[config.mk]
export PLATFORM = sky130hd
export DESIGN_NAME = npste_ram
export DESIGN_NICKNAME = d
export VERILOG_FILES = /design/src/sv/npste_ram.sv
export SDC_FILE = /design/constraint.sdc
export NUM_CORES = 1
export LEC_CHECK = 0
export ABC_AREA = 1
export BUFFER_PORTS_ARGS = -buffer_cell sky130_fd_sc_hd__buf_2
export CAP_MARGIN = 20
export CORE_ASPECT_RATIO = 0.9
export CORE_MARGIN = 1.5
export CORE_UTILIZATION = 61
export DETAILED_ROUTE_END_ITERATION = 12
export PLACE_DENSITY_LB_ADDON = 0.12
export SLEW_MARGIN = 5
export SYNTH_ARGS = -nofsm -noshare
export SYNTH_HDL_FRONTEND = slang
export SYNTH_SLANG_ARGS = --single-unit
[constraint.sdc]
create_clock -name clk -period 1.4 [get_ports clk]
set_input_delay 0.07 -clock clk [delete_from_list [all_inputs] [get_ports clk]]
set_output_delay 0.07 -clock clk [all_outputs]
set_load 0.02 [all_outputs]
[src/sv/npste_ram.sv]
// Generic single-port-write, single-port-read RAM with registered read data.
module npste_ram #(
  parameter int unsigned WIDTH = 8,
  parameter int unsigned DEPTH = 16
) (
  input  logic                     clk,
  input  logic                     wr_en,
  input  logic [$clog2(DEPTH)-1:0] wr_addr,
  input  logic [WIDTH-1:0]         wr_data,
  input  logic [$clog2(DEPTH)-1:0] rd_addr,
  output logic [WIDTH-1:0]         rd_data
);

  logic [WIDTH-1:0] mem [DEPTH];

  // Write and read, read data registered
  always_ff @(posedge clk) begin
    if (wr_en) begin
      mem[wr_addr] <= wr_data;
    end
    rd_data <= mem[rd_addr];
  end

endmodule

# After elaboration in Yosys (flattened, before gate mapping)
# Memory sizes are Yosys's and may differ from the RTL's. A register that Yosys moved wholly into a read port is not among the register bits.
# Cells that the tools add are included.
dict set report totals {
  inputBits 18
  ff_bits 0
  n_memories 1
  ramBits 128
  out_inout_bits 8
  elab_cells 3
}
# name words width read_ports rd_ports_with_merged_regs write_ports line_no
set memory_table {}
lappend memory_table {mem 16 8 1 1 1 14} ;# logic [WIDTH-1:0] mem [DEPTH];
dict set report classes {
  mux 2
}
# operator count
set ops {}
lappend ops {{1-bit two-way mux} 2}

# Logic depth before layout (Yosys ltp)
dict set report logic_depth {
  ltp_word 2
  depth_mapped 8
  depth_no_buf 7
}

# Least setup slack after synthesis
# No wires, ideal clock.
dict set report synth_path {
  path_kind {input port to flip-flop}
  start {in wr_addr[2]}
  end {mem mem[10][0], enable pin}
  path_slack_ns 0.379
  setup_ns 0.370
  arrival_time_ns 0.651
  t_required_ns 1.030
  n_path_buf 0
  cell_stages 2
  cell_sequence {nand3b_1 > nor2_1}
}
# element line_no
set synth_rtl {}
lappend synth_rtl {{start, declared} 8} ;# input logic [$clog2(DEPTH)-1:0] wr_addr,
lappend synth_rtl {{end, declared} 14}
# Straight into the memory's write port.

# Final worst setup path
dict set report layout_path {
  start {reg rd_data[0] (read register of mem)}
  end {out rd_data[0]}
}
# element line_no
set layout_rtl {}
lappend layout_rtl {{start, declared} 11} ;# output logic [WIDTH-1:0] rd_data
# No word-level cell between the ends.

==> summary.txt <==
Run status
  • Run status: complete, no violations

CTS
  • H-tree levels: 4
  • Hold_buf cts: 7
  • Clk Latency, worst-skew pair: 0.52 ns
  • Reg clk slew, reported paths: around 0.060 ns
  • Total setup buffers inserted after CTS: 0
  • CTS tree: yes
  • Max Root-Sink Buffers: 2
  • Clock sinks: 136
  • Root Buffer Master: clkbuf_8
  • Num CTS Buffers: 17
  • Post-cts resize count: 0

Cells and area
  • Sequential Area: 4000 sq um
  • Area Growth Syn to Fin: 17.6%
  • Most frequent cells in the layout: nand2_1 (173), edfxtp_1 (128), inv_1 (100)
  • Layout Cells excl Fill: 734
  • N_diodes: 0
  • Fillers: roughly 630
  • Final net count: between 600 and 700
  • Fin util: 74.0%
  • Area of the multi-input gates: 1210 sq um
  • Commonest non-fill, non-tap cell in the layout: nand2_1
  • Share of layout cells above drive strength 1: 12.7%

Global route
  • First-pass GRT wire length: 20200 um
  • GR Layer Usage met3: 6.63%
  • GRT Util Overall: between 20% and 30%
  • GR Util met1: 39.5%
  • Initial antenna violation count: 0
  • Met2 Track Usage GR: 43.1%
  • Vias in the first global route: 3715
  • Largest net degree at the start of global routing: 65
  • GR peak layer: met2
  • Congestion Overflow GR: 0

STA
  • Worst Skew: 0.0108 ns
  • Fmax: 902 MHz
  • Worst slew margin: between 60 and 70%
  • Min Tclk post-route: roughly 1.1 ns
  • Fin crit share: 79.2%
  • Final Worst Setup Slack: 0.291 ns
  • Max Transition Viols Final: 0
  • RSZ-0062 raised after global routing: no
  • Worst slew pin tran: between 0.5 and 0.6 ns
  • Hold Fails Final Rpt: 0
  • Setup TNS: 0 ns
  • # setup viols final: 0

Setup path
  • Reg-to-Reg End: rd_data[2]
  • CP Data Required Time: 1.33 ns
  • Worst r2r path cells: 6
  • Internal reg-to-reg setup slack: 0.32 ns
  • Critical Path Slowest Stage Cell: dfxtp_1
  • Critical path endpoint category: primary output
  • Crit start category: flip-flop
  • WP depth: 1
  • WP buf/inv: 1
  • Worst path cell trace: buf_2
  • CP Class: flip-flop to primary output
  • Critical path peak fanout: 1
  • Reg2reg start: mem[11][2]
  • WP data arrival: between 1 and 1.5 ns
  • Largest delay share family, worst path: flip-flops
  • Delay of the slowest critical-path stage: ~0.35 ns

Logic synthesis
  • Post-Synth Simple-Gate Area: 21.0%
  • Main combinational cell family by area after synthesis: simple AND/OR/NAND/NOR gates
  • Mapped cell area: about 5800 sq um
  • Mapped Nets: 569
  • Synth top area cells: edfxtp_1 (67%), nand2_1 (11%), nand3_1 (8.4%)
  • Synthesized flop and latch total: between 100 and 150
  • Mux contribution to synthesized area: 0%
  • Synth area leader: edfxtp_1
  • Yosys Warn Count: 0
  • Yosys top cell area share: about two thirds
  • Post-Synth Adder-Cell Area: 0%
  • Unique masters post-synth: 12
  • Complex-gate fraction of the synthesized area: 0%
  • Register area share after synthesis: 69.4%
  • Post-synthesis xor/xnor area fraction: 0%
  • Mean post-synth cell area: 10.5 sq um
  • Cells after Synth: 551

Floorplan
  • Vert. Die Dim: 95.2 um
  • Initial core utilization: between 60% and 70%
  • Die area: 10000 sq um
  • IO Pins: 26
  • Core area: 9170 sq um
  • Row cnt: 33
  • Die X: 105 um

Route
  • Starting DRT DRC Count: 299
  • Post-DRT Antenna Nets: 0
  • DR WL/cell: roughly 18 um
  • Pre-Repair DR Iteration Count: 5
  • Detailed Route WL: 13000 um
  • Vias: 3876
  • DRC viols: 0
  • Vias per std cell: 5.28

Power and ir drop
  • Static leakage: 2.97 nW
  • Pwr Density: 1460 nW/um^2
  • Max VDD drop: roughly 1.0 mV
  • Total power: 9.87 mW

Place
  • Port Buffers: 25
  • Placed cells: between 600 and 700
  • Dpl ws: 0.168 ns
  • HPWL Detailed: about 7700 um
  • Routability cong.: between 0.8 and 0.9

Hold path
  • Min-Delay Path Class: input pin to flip-flop
  • Hold path start: wr_data[3]
  • Hold Path Stages: 1
  • Worst hold endpoint: mem[11][3]

Flow run
  • Max-Cap Viols: 0
[Yosys cell counts]
cell	number
edfxtp_1	128
inv_1	100
buf_6	6
buf_1	1
buf_4	4
inv_2	2
nand3b_1	2
nand3_1	97
nor2_1	17
dfxtp_1	8
nand2_1	173
buf_2	13
[sequential cells by signal, summed over array words and instances (netlist names)]
register and count:
mem 128, rd_data 8
[final cells by class]
type	count	share of cell area, %
clock buffer	18	6.16
multi-input combinational	289	17.9
inverter	102	5.65
tap	122	2.25
sequential	136	59.1
clock inverter	12	2.97
timing repair buffer	55	6.02
[through the flow]
stage	area, sq um	hold WS, ns
after floorplan	5770	0.169
after global placement	6080	0.445
after detailed placement	6080	0.443
after CTS	6770	0.000186
after global routing	6780	0.0000233
final	6780	0.0133
[where the power goes]
group	leakage [nW]	total, mW	internal [mW]	switching [mW]
Clock	0.297	4.67	3.05	1.62
Combinational	1.45	0.617	0.187	0.430
Sequential	1.22	4.58	4.55	0.0303
[per-layer routing]
metal,wire (um),up-vias
met2,6090,183
met5,0,-
li1,-,1873
met3,1060,23
met4,301,0
met1,5570,1797
[cell families after synthesis]
logic type,count (synthesis)
simple gates,289
flops,136
buf+inv,126
[worst max-delay path by stage]
stage	startpoint	end	slack [ns]
2_1_floorplan	wr_addr[2]	mem[10][0]	0.38
3_3_place_gp	rd_addr[2]	rd_data[2]	0.18
3_5_place_dp	rd_addr[2]	rd_data[2]	0.17
4_1_cts	rd_data[0]	rd_data[0]	0.28
5_1_grt	mem[11][2]	rd_data[2]	0.23
6_report	rd_data[0]	rd_data[0]	0.29
No activity file was read; power rests on OpenSTA's default activity.
